$ cat config.mk
export PLATFORM = sky130hd
export DESIGN_NAME = ip_range_to_cidr_blocks_top
export DESIGN_NICKNAME = d
export VERILOG_FILES = /design/src/rtl/core/irc_pkg.sv /design/src/rtl/core/irc_front.sv /design/src/rtl/core/irc_queue.sv /design/src/rtl/core/irc_back.sv /design/src/rtl/core/ip_range_to_cidr_blocks_top.sv
export SDC_FILE = /design/constraint.sdc
export NUM_CORES = 1
export LEC_CHECK = 0
export BUFFER_PORTS_ARGS = -buffer_cell sky130_fd_sc_hd__buf_4
export CAP_MARGIN = 20
export CORE_MARGIN = 2
export CORE_UTILIZATION = 55
export DETAILED_ROUTE_END_ITERATION = 10
export PLACE_DENSITY = 0.8
export SLEW_MARGIN = 20
export SYNTH_ARGS = -nofsm -noshare
export SYNTH_HDL_FRONTEND = slang
export SYNTH_SLANG_ARGS = --single-unit
$ cat constraint.sdc
create_clock -name clock -period 13.2 [get_ports clock]
set_input_delay 0.66 -clock clock [delete_from_list [all_inputs] [get_ports clock]]
set_output_delay 0.66 -clock clock [all_outputs]
set_load 0.02 [all_outputs]
$ cat src/rtl/core/irc_pkg.sv
// Shared types, widths and helpers for the range-to-CIDR block.
// No dependencies; used by every module under rtl/core.
package irc_pkg;

   localparam int AddrWidth    = 32;
   localparam int CountWidth   = 33;
   localparam int ReqDataWidth = 72;  // 65 bits of fields, padded to bytes
   localparam int RspDataWidth = 40;  // 38 bits of fields, padded to bytes
   localparam int LogWidth     = 6;

   localparam logic [CountWidth-1:0] FullSpace = 33'h1_0000_0000;
   localparam logic [LogWidth-1:0]   PrefixMax = 6'd32;

   typedef struct packed {
      logic [AddrWidth-1:0]  addr;
      logic [CountWidth-1:0] remain;
   } irc_job_type;

   // queue head as seen by the back end
   typedef struct packed {
      logic        valid;
      irc_job_type job;
   } irc_head_type;

   // bit index of a one-hot value
   function automatic logic [LogWidth-1:0] onehot_log2(input logic [CountWidth-1:0] v);
      logic [LogWidth-1:0] r;
      r = '0;
      for (int i = 0; i < CountWidth; i++) begin
         if (v[i]) begin
            r = r | LogWidth'(i);
         end
      end
      return r;
   endfunction

endpackage

$ cat src/rtl/core/irc_front.sv
// Front end: takes request items, saturates the count and drops empty ranges.
// Depends on irc_pkg; feeds irc_queue.
module irc_front (
   input  logic                             req_tvalid,
   output logic                             req_tready,
   input  logic [irc_pkg::ReqDataWidth-1:0] req_tdata,
   input  logic                             queue_full,
   output logic                             push,
   output irc_pkg::irc_job_type             push_job
);

   logic [irc_pkg::CountWidth-1:0] count;

   assign count      = req_tdata[irc_pkg::AddrWidth +: irc_pkg::CountWidth];
   assign req_tready = !queue_full;

   always_comb begin
      push_job.addr   = req_tdata[irc_pkg::AddrWidth-1:0];
      // anything above the full address space covers it exactly once
      push_job.remain = (count > irc_pkg::FullSpace) ? irc_pkg::FullSpace : count;
      // a zero count is accepted and produces nothing
      push            = req_tvalid && !queue_full && (count != '0);
   end

endmodule

$ cat src/rtl/core/irc_queue.sv
// Two-entry job queue between front and back end.
// Depends on irc_pkg.
module irc_queue (
   input  logic                 clock,
   input  logic                 reset,
   input  logic                 push,
   input  irc_pkg::irc_job_type push_job,
   input  logic                 pop,
   output logic                 full,
   output irc_pkg::irc_head_type head
);

   logic                 v0_ff, v0_in, v1_ff, v1_in;
   irc_pkg::irc_job_type e0_ff, e0_in, e1_ff, e1_in;

   assign full       = v0_ff && v1_ff;
   assign head.valid = v0_ff;
   assign head.job   = e0_ff;

   always_comb begin
      v0_in = v0_ff;
      v1_in = v1_ff;
      e0_in = e0_ff;
      e1_in = e1_ff;
      if (pop && push) begin
         if (v1_ff) begin
            e0_in = e1_ff;
            e1_in = push_job;
         end else begin
            e0_in = push_job;
         end
      end else if (pop) begin
         e0_in = e1_ff;
         v0_in = v1_ff;
         v1_in = 1'b0;
      end else if (push) begin
         if (!v0_ff) begin
            e0_in = push_job;
            v0_in = 1'b1;
         end else begin
            e1_in = push_job;
            v1_in = 1'b1;
         end
      end
   end

   always_ff @(posedge clock) begin
      if (reset) begin
         v0_ff <= 1'b0;
         v1_ff <= 1'b0;
      end else begin
         v0_ff <= v0_in;
         v1_ff <= v1_in;
      end
   end

   always_ff @(posedge clock) begin
      e0_ff <= e0_in;
      e1_ff <= e1_in;
   end

endmodule

$ cat src/rtl/core/irc_back.sv
// Back end: splits a range into CIDR blocks held in a result register, one block per cycle
// while the result is not stalled. Depends on irc_pkg; takes jobs from irc_queue.
module irc_back (
   input  logic                             clock,
   input  logic                             reset,
   input  irc_pkg::irc_head_type            head,
   output logic                             pop,
   output logic                             rsp_tvalid,
   input  logic                             rsp_tready,
   output logic [irc_pkg::RspDataWidth-1:0] rsp_tdata,
   output logic                             rsp_tlast
);

   logic                            busy_ff, busy_in;
   logic [irc_pkg::AddrWidth-1:0]   addr_ff, addr_in;
   logic [irc_pkg::CountWidth-1:0]  remain_ff, remain_in;
   logic                            valid_ff, valid_in;
   logic [irc_pkg::AddrWidth-1:0]   base_ff, base_in;
   logic [irc_pkg::LogWidth-1:0]    prefix_ff, prefix_in;
   logic                            last_ff, last_in;

   logic [irc_pkg::CountWidth-1:0]  low_bit, smear, top_bit, size, remain_next;
   logic                            step, done;

   always_comb begin
      // lowest set bit of the address; zero address stands for the whole space
      low_bit = {addr_ff == '0, addr_ff & (~addr_ff + 32'd1)};
      // ones at and below the top bit of the remaining count
      smear = remain_ff;
      smear = smear | (smear >> 1);
      smear = smear | (smear >> 2);
      smear = smear | (smear >> 4);
      smear = smear | (smear >> 8);
      smear = smear | (smear >> 16);
      smear = smear | (smear >> 32);
      top_bit = smear & ~(smear >> 1);
      size    = ((low_bit & smear) != '0) ? low_bit : top_bit;
      remain_next = remain_ff - size;

      step = busy_ff && (!valid_ff || rsp_tready);
      done = step && (remain_next == '0);
      pop  = head.valid && (!busy_ff || done);

      busy_in   = busy_ff;
      addr_in   = addr_ff;
      remain_in = remain_ff;
      if (pop) begin
         busy_in   = 1'b1;
         addr_in   = head.job.addr;
         remain_in = head.job.remain;
      end else if (step) begin
         busy_in   = !done;
         addr_in   = addr_ff + size[irc_pkg::AddrWidth-1:0];
         remain_in = remain_next;
      end

      valid_in  = valid_ff;
      base_in   = base_ff;
      prefix_in = prefix_ff;
      last_in   = last_ff;
      if (step) begin
         valid_in  = 1'b1;
         base_in   = addr_ff;
         prefix_in = irc_pkg::PrefixMax - irc_pkg::onehot_log2(size);
         last_in   = remain_next == '0;
      end else if (rsp_tready) begin
         valid_in  = 1'b0;
      end
   end

   always_ff @(posedge clock) begin
      if (reset) begin
         busy_ff  <= 1'b0;
         valid_ff <= 1'b0;
      end else begin
         busy_ff  <= busy_in;
         valid_ff <= valid_in;
      end
   end

   always_ff @(posedge clock) begin
      addr_ff   <= addr_in;
      remain_ff <= remain_in;
      base_ff   <= base_in;
      prefix_ff <= prefix_in;
      last_ff   <= last_in;
   end

   assign rsp_tvalid = valid_ff;
   assign rsp_tlast  = last_ff;
   assign rsp_tdata  = {2'b00, prefix_ff, base_ff};

endmodule

$ cat src/rtl/core/ip_range_to_cidr_blocks_top.sv
// Range-to-CIDR block: one request item (start address, count) in, a run of
// CIDR blocks out, ascending from the start address and wrapping past the top,
// tlast on the final block. A front end drops zero-count items and saturates
// counts above 2^32, then queues the range in a two-entry queue; the back end
// emits one block per cycle while the result is not stalled, 1 to 62 blocks per
// item, from its address/count update loop. The next queued range is popped
// in the same cycle as the last block of the previous one is registered, and a
// new request is taken every cycle while the queue has room.
// Depends on irc_pkg, irc_front, irc_queue and irc_back.
module ip_range_to_cidr_blocks_top (
   input  logic                             clock,
   input  logic                             reset,
   input  logic                             req_tvalid,
   output logic                             req_tready,
   // bits: start_address [31:0], range_count [64:32], zero [71:65]
   input  logic [irc_pkg::ReqDataWidth-1:0] req_tdata,
   output logic                             rsp_tvalid,
   input  logic                             rsp_tready,
   // bits: block_base [31:0], prefix_length [37:32], zero [39:38]
   output logic [irc_pkg::RspDataWidth-1:0] rsp_tdata,
   output logic                             rsp_tlast   // last_block
);

   logic                  push, queue_full, pop;
   irc_pkg::irc_job_type  push_job;
   irc_pkg::irc_head_type head;

   irc_front u_front (
      .req_tvalid (req_tvalid),
      .req_tready (req_tready),
      .req_tdata  (req_tdata),
      .queue_full (queue_full),
      .push       (push),
      .push_job   (push_job)
   );

   irc_queue u_queue (
      .clock    (clock),
      .reset    (reset),
      .push     (push),
      .push_job (push_job),
      .pop      (pop),
      .full     (queue_full),
      .head     (head)
   );

   irc_back u_back (
      .clock      (clock),
      .reset      (reset),
      .head       (head),
      .pop        (pop),
      .rsp_tvalid (rsp_tvalid),
      .rsp_tready (rsp_tready),
      .rsp_tdata  (rsp_tdata),
      .rsp_tlast  (rsp_tlast)
   );

endmodule

-- After elaboration in Yosys (flattened, before gate mapping)
Cells that the tools add are included.
- flip-flop bits (word level): 238
- bits in latches: 0
- bits in writable memories: 0
- bits in read-only memories: 0
- word-level logic and storage cells: 181
- memories: 0
- add/sub/neg operators: 4
- $mul: 0
- div/mod/pow operators: 0
- $lt $le $gt $ge: 1
- eq/ne operators: 3
- shifts and indexed selects: 0
- muxes and demuxes: 121
- bitwise logic cells: 12
- reductions and logical operators: 27
- operators with widths (cell ; count):
    two-way mux 65 bit ; 24
    two-way mux 6 bit ; 34
    two-way mux 33 bit ; 5
    two-way mux 32 bit ; 3
    two-way mux 5 bit ; 16
    bitwise AND 33 bit ; 2
    nonzero test 33 bit ; 2
    greater-than comparator 33 bit (second input constant) ; 1
    logical NOT 33 bit ; 1
    NOT 32 -> 33 bit ; 1
    bitwise OR 33 x 1 -> 33 bit ; 1
    bitwise OR 33 x 17 -> 33 bit ; 1
    bitwise OR 33 x 25 -> 33 bit ; 1
    bitwise OR 33 x 29 -> 33 bit ; 1
    bitwise OR 33 x 31 -> 33 bit ; 1
    bitwise OR 33 x 32 -> 33 bit ; 1
    subtractor 33 bit ; 1
    adder 32 x 1 -> 32 bit (second input constant) ; 1
    adder 32 bit ; 1
    bitwise AND 32 bit ; 1
    logical NOT 32 bit ; 1
    two-way mux 4 bit ; 8
    NOT 32 bit ; 1
    two-way mux 1 bit ; 25
    other kinds (15) ; 34

-- Longest topological paths before layout
- depth after elaboration: 74
- mapped depth: 43
- depth with buffers taken out: 36

-- Cells and area by module
From an unflattened synthesis, not the netlist that was laid out.
- cells, all modules: 1374
- area total of the unflattened synthesis: 15284.7 µm²
- by module, submodules not included (module ; times used ; cells each ; area an instance (µm²) ; sequential area each (µm²)):
    irc_back ; 1 ; 1067 ; 9587.9 ; 3163.0
    irc_queue ; 1 ; 226 ; 5113.7 ; 3943.8
    irc_front ; 1 ; 81 ; 583.1 ; 0.0

-- Worst setup path before layout
No wires, ideal clock.
- kind: register -> register
- from: register u_back.addr_ff[1] (netlist name)
- to: register u_queue.e1_ff[0] (netlist name), enable pin
- setup time: 0.582 ns
- arrival: 11.994 ns
- data required time: 12.618 ns
- path slack: 0.624 ns
- cell stages (with the launch flop): 36
- buffers on the path: 2
- cell sequence: edfxtp_1 > nor4_1 > nand2_1 > clkbuf_1 > nor3_4 > nand2_1 > o311ai_4 > nor3_1 > nand2_1 > clkbuf_1 > nor3_1 > o21ai_0 > inv_1 > nor2_1 > or4b_2 > nor3_1 > and4_1 > o21a_1 > ha_1 > inv_1 > fa_1 > a21o_1 > a21oi_1 > nor2b_1 > o21ai_0 > a21oi_1 > a31oi_1 > o21ai_0 > a21o_1 > o31ai_2 > nand2_1 > a31oi_1 > xnor2_1 > or4_1 > o41a_1 > nor3b_1
- longest elaborated chain between the ends: 14
- elaborated cells between the ends (all ways): 18
- classes of those cells: 2 x add/sub; 2 x eq/ne; 1 x mux; 3 x bitwise; 10 x reduce/logical
- ends and longest elaborated chain (item ; line ; source):
    start: declaration ; irc_back.sv:15 ; logic [irc_pkg::AddrWidth-1:0] addr_ff, addr_in;
    start signal: assignment ; irc_back.sv:82 ; addr_ff <= addr_in;
    NOT 32 bit ; irc_back.sv:27 ; low_bit = {addr_ff == '0, addr_ff & (~addr_ff + 32'd1)};
    adder 32 x 1 -> 32 bit ; irc_back.sv:27 ;
    bitwise AND 32 bit ; irc_back.sv:27 ;
    bitwise AND 33 bit ; irc_back.sv:37 ; size = ((low_bit & smear) != '0) ? low_bit : top_bit;
    nonzero test 33 bit ; irc_back.sv:37 ;
    two-way mux 33 bit * ; irc_back.sv:37 ;
    subtractor 33 bit * ; irc_back.sv:38 ; remain_next = remain_ff - size;
    logical NOT 33 bit * ; irc_back.sv:41 ; done = step && (remain_next == '0);
    logical AND 1 bit * ; irc_back.sv:41 ;
    logical OR 1 bit * ; irc_back.sv:42 ; pop = head.valid && (!busy_ff || done);
    logical AND 1 bit * ; irc_back.sv:42 ;
    logical AND 1 bit ; irc_queue.sv:25 ; if (pop && push) begin
    inequality test 2 x 1 -> 1 bit (no line) (tied with other cells) ; -- ;
    AND reduction 4 bit (no line) * ; -- ;
    end signal: assignment ; irc_queue.sv:59 ; e1_ff <= e1_in;
    end: declaration ; irc_queue.sv:14 ; irc_pkg::irc_job_type e0_ff, e0_in, e1_ff, e1_in;
Mark *: on every way between the ends. The rest lies on a longest branch, timed or not.
A chain may end at the register's enable or synchronous reset.

-- Worst setup path in the final report
- from: register u_back.remain_ff[32] (netlist name)
- to: register u_queue.e0_ff, in the netlist u_queue.head[40], enable pin
- longest elaborated chain between the ends: 17
- elaborated cells between the ends (all ways): 20
- classes of those cells: 1 x add/sub; 1 x eq/ne; 1 x mux; 9 x bitwise; 8 x reduce/logical
- ends and longest elaborated chain (item ; line ; source):
    start: declaration ; irc_back.sv:16 ; logic [irc_pkg::CountWidth-1:0] remain_ff, remain_in;
    start signal: assignment ; irc_back.sv:83 ; remain_ff <= remain_in;
    bitwise OR 33 x 32 -> 33 bit ; irc_back.sv:30 ; smear = smear | (smear >> 1);
    bitwise OR 33 x 31 -> 33 bit ; irc_back.sv:31 ; smear = smear | (smear >> 2);
    bitwise OR 33 x 29 -> 33 bit ; irc_back.sv:32 ; smear = smear | (smear >> 4);
    bitwise OR 33 x 25 -> 33 bit ; irc_back.sv:33 ; smear = smear | (smear >> 8);
    bitwise OR 33 x 17 -> 33 bit ; irc_back.sv:34 ; smear = smear | (smear >> 16);
    bitwise OR 33 x 1 -> 33 bit ; irc_back.sv:35 ; smear = smear | (smear >> 32);
    bitwise AND 33 bit / NOT 32 -> 33 bit (equally long branches) ; irc_back.sv:37, irc_back.sv:36 ;
    nonzero test 33 bit / bitwise AND 33 bit (equally long branches) ; irc_back.sv:37, irc_back.sv:36 ;
    two-way mux 33 bit ; irc_back.sv:37 ;
    subtractor 33 bit * ; irc_back.sv:38 ;
    logical NOT 33 bit * ; irc_back.sv:41 ;
    logical AND 1 bit * ; irc_back.sv:41 ;
    logical OR 1 bit * ; irc_back.sv:42 ;
    logical AND 1 bit * ; irc_back.sv:42 ;
    logical AND 1 bit ; irc_queue.sv:25 ;
    inequality test 3 x 2 -> 1 bit (no line) / nonzero test 3 bit (equally long branches) ; -- ;
    AND reduction 2 bit (no line) * ; -- ;
    end signal: assignment ; irc_queue.sv:58 ; e0_ff <= e0_in;
    end: declaration ; irc_queue.sv:14 ;
Marks and branches as above.

==> metrics.txt <==
status=finished clean; area of the multi-input gates=6970 µm²; ANT cells=0; cell row count=59; first-pass GRT wire length=between 50,000 and 60,000 µm; Die Area=about 28,000 µm²; most frequent cells after synthesis=edfxtp_1 (234), mux2_1 (80), nor2_1 (77), a21oi_1 (76), nand2_1 (74); Worst Skew=between 0.01 and 0.015 ns; CP most frequent cell=nor3_1; global route overflow=0; Yosys reg bits=roughly 240; routability-driven placement congestion ratio=around 0.95; Die Height=around 170 µm; Area Overhead vs Synth=13.3%; Routed WL=between 30,000 and 40,000 µm; RSZ-0062 raised after global routing=false; IO Pins=119; clk_lat worst skew=between 0.5 and 0.6 ns; WS Path Type=reg -> reg; post-detail-place hpwl=~28,000 µm; Final Worst Setup Slack=between 1 and 1.5 ns; Setup-failing EPs final=0; Slew Limit Fails=0; layout cells sized above 1=approximately 16%; H-Tree Depth=1; Yosys cell types=91; top cell type by total area after synthesis=edfxtp_1; final net count=1,530; Resized Gates After CTS=0; final worst-path cycle share=approximately nine tenths; Fmax=around 84 MHz; I/O Buffers=109; Largest stage delay, worst path=~0.82 ns; antenna violations before repair=0; Seq. cell area=7110 µm²; area fraction of the dominant cell type after synthesis=about half; WP data arrival=roughly 12 ns; All-Layer GR Usage=26.2%; Critical Path RT=around 13 ns; worst slew pin tran=~1.1 ns; CTS Sinks=approximately 240; pin count of the biggest net entering global routing=66; Rel. slew slack=roughly 27%; DRT iter0 DRCs=871; ranking of synthesized cells by area=edfxtp_1 (49%), mux2_1 (6.2%), ha_1 (5.6%); clk root buf=clkbuf_16; starting density of the core=approximately 56%; Final Hold Fails=0; core area=25,900 µm²; DRT antenna net count=0; Max Cap Viol=0; Pre-antenna DRT Iters=5; Fillers=just over 2k; startpoint types=flop; Hold WC Path Type=in -> reg; Syn Area/Cell=around 11 µm²; yosys synthesis warning count=0; number of buffers created by CTS=24; Worst path slowest cell=o41a_1; R2R Setup Slk=1.29 ns; hold buffer count at cts=0; P per Cell Area=about 170 nW/µm²; final core utilization=a little over three fifths; most used flip-flop cell after synthesis=edfxtp_1; Power Total=approximately 2.8 mW; total negative slack=0 ns; detailed-route DRC error count=0; # Post-CTS Setup Buffers=0; vias in the first global route=approximately 10k; maximum VDD drop=around 130 µV; CTS tree=done; DR vias=between 10k and 15k; LEAKAGE=between 6 and 7 nW; cell count after synthesis=roughly 1.3k; setup slack after placement=1.39 ns; Worst setup EP type=flop; clk buf depth=3; worst-path maximum fanout=44; register clock-pin slew on the reported worst setup and hold paths=approximately 0.07 ns; Post-synth ARST share=0%; Tmin final=roughly 12 ns; count leader, synth=edfxtp_1; Cell Area, Synth=between 10,000 and 15,000 µm²; number of enable flip-flop cells after synthesis=234; Die X=roughly 170 µm; sequential fraction of the synthesis area=49.1%; vias per std cell=a little over 6; DR WL/cell=21.2 µm
[logic make-up after synthesis]
family | Yosys count | synth area share, %
other | 1 | 0.0259
adder cells (fa/ha/maj) | 68 | 5.97
XOR/XNOR | 57 | 3.45
flip-flops | 238 | 49.1
buffers and inverters | 97 | 2.95
AND/OR/NAND/NOR | 425 | 16.1
AO/OA/AOI/OAI | 265 | 12.6
multiplexers | 125 | 9.75
[cell type report]
cell class / count / area share [%]
sequential: 238 / 43.4
multi-input combinational: 942 / 42.5
timing repair buffer: 124 / 5.83
clock buffer: 32 / 3.98
tap: 335 / 2.56
inverter: 57 / 1.31
clock inverter: 10 / 0.435
[flip-flops by register name (all words and copies together) (netlist names)]
name	count
u_back.rsp_tvalid	1
u_queue.v0_ff	1
u_back.busy_ff	1
u_back.prefix_ff	6
u_back.addr_ff	32
u_back.base_ff	32
u_queue.head	65
u_back.remain_ff	33
u_queue.v1_ff	1
u_queue.e1_ff	65
u_back.rsp_tlast	1
[worst max-delay path: cells and delay by family (launching register included)]
family	cells	cell delay (ns)
buffers and inverters	3	0.51
AOI/OAI and AO/OA	16	5.20
DFF	1	0.52
adders and majority gates	2	0.39
and+or+nand+nor	15	4.92
[worst paths after layout]
path,start,endpoint,depth (start not counted)
max,u_back.remain_ff[32]$_DFFE_PP_,u_queue.head[40]$_DFFE_PP_,36
min,req_tdata[26],u_queue.e1_ff[59]$_DFFE_PP_,1
max reg2reg,u_back.remain_ff[32]$_DFFE_PP_,u_queue.head[40]$_DFFE_PP_,36
min reg2reg,u_queue.head[28]$_DFFE_PP_,u_back.remain_ff[28]$_DFFE_PP_,1
[through the flow]
step	std cells	hold WS (ns)	cell area [µm²]
3_5_place_dp	1696	0.513	15700
4_1_cts	1738	0.293	16400
2_1_floorplan	1277	0.421	14500
3_3_place_gp	1696	0.499	15700
6_report	1738	0.315	16400
5_1_grt	1738	0.302	16400
[layer usage]
metal / wire, µm / track usage, % / vias to the layer above
li1: - / - / 5117
met1: 16700 / 36.8 / 5138
met2: 17000 / 42.7 / 341
met3: 1680 / 2.60 / 70
met4: 1410 / 9.68 / 0
met5: 0 / 0 / -
[placed cells by master (no fill, tap or decap), types with 40 or more instances in the layout]
cell type | synthesis | final
nor2_1 | 77 | 77
and2_1 | 45 | 45
buf_4 | 8 | 122
xnor2_1 | 40 | 40
mux2_1 | 80 | 80
ha_1 | 65 | 65
edfxtp_1 | 234 | 234
nor3_1 | 43 | 43
inv_1 | 56 | 56
a21oi_1 | 76 | 76
nand2_1 | 74 | 74
[power breakdown]
| part | total [mW] | switching [mW] | internal (mW) |
|---|---|---|---|
| Sequential | 1.10 | 0.112 | 0.991 |
| Combinational | 1.05 | 0.609 | 0.444 |
| Clock | 0.638 | 0.274 | 0.364 |
(Power assumes the default switching activity.)
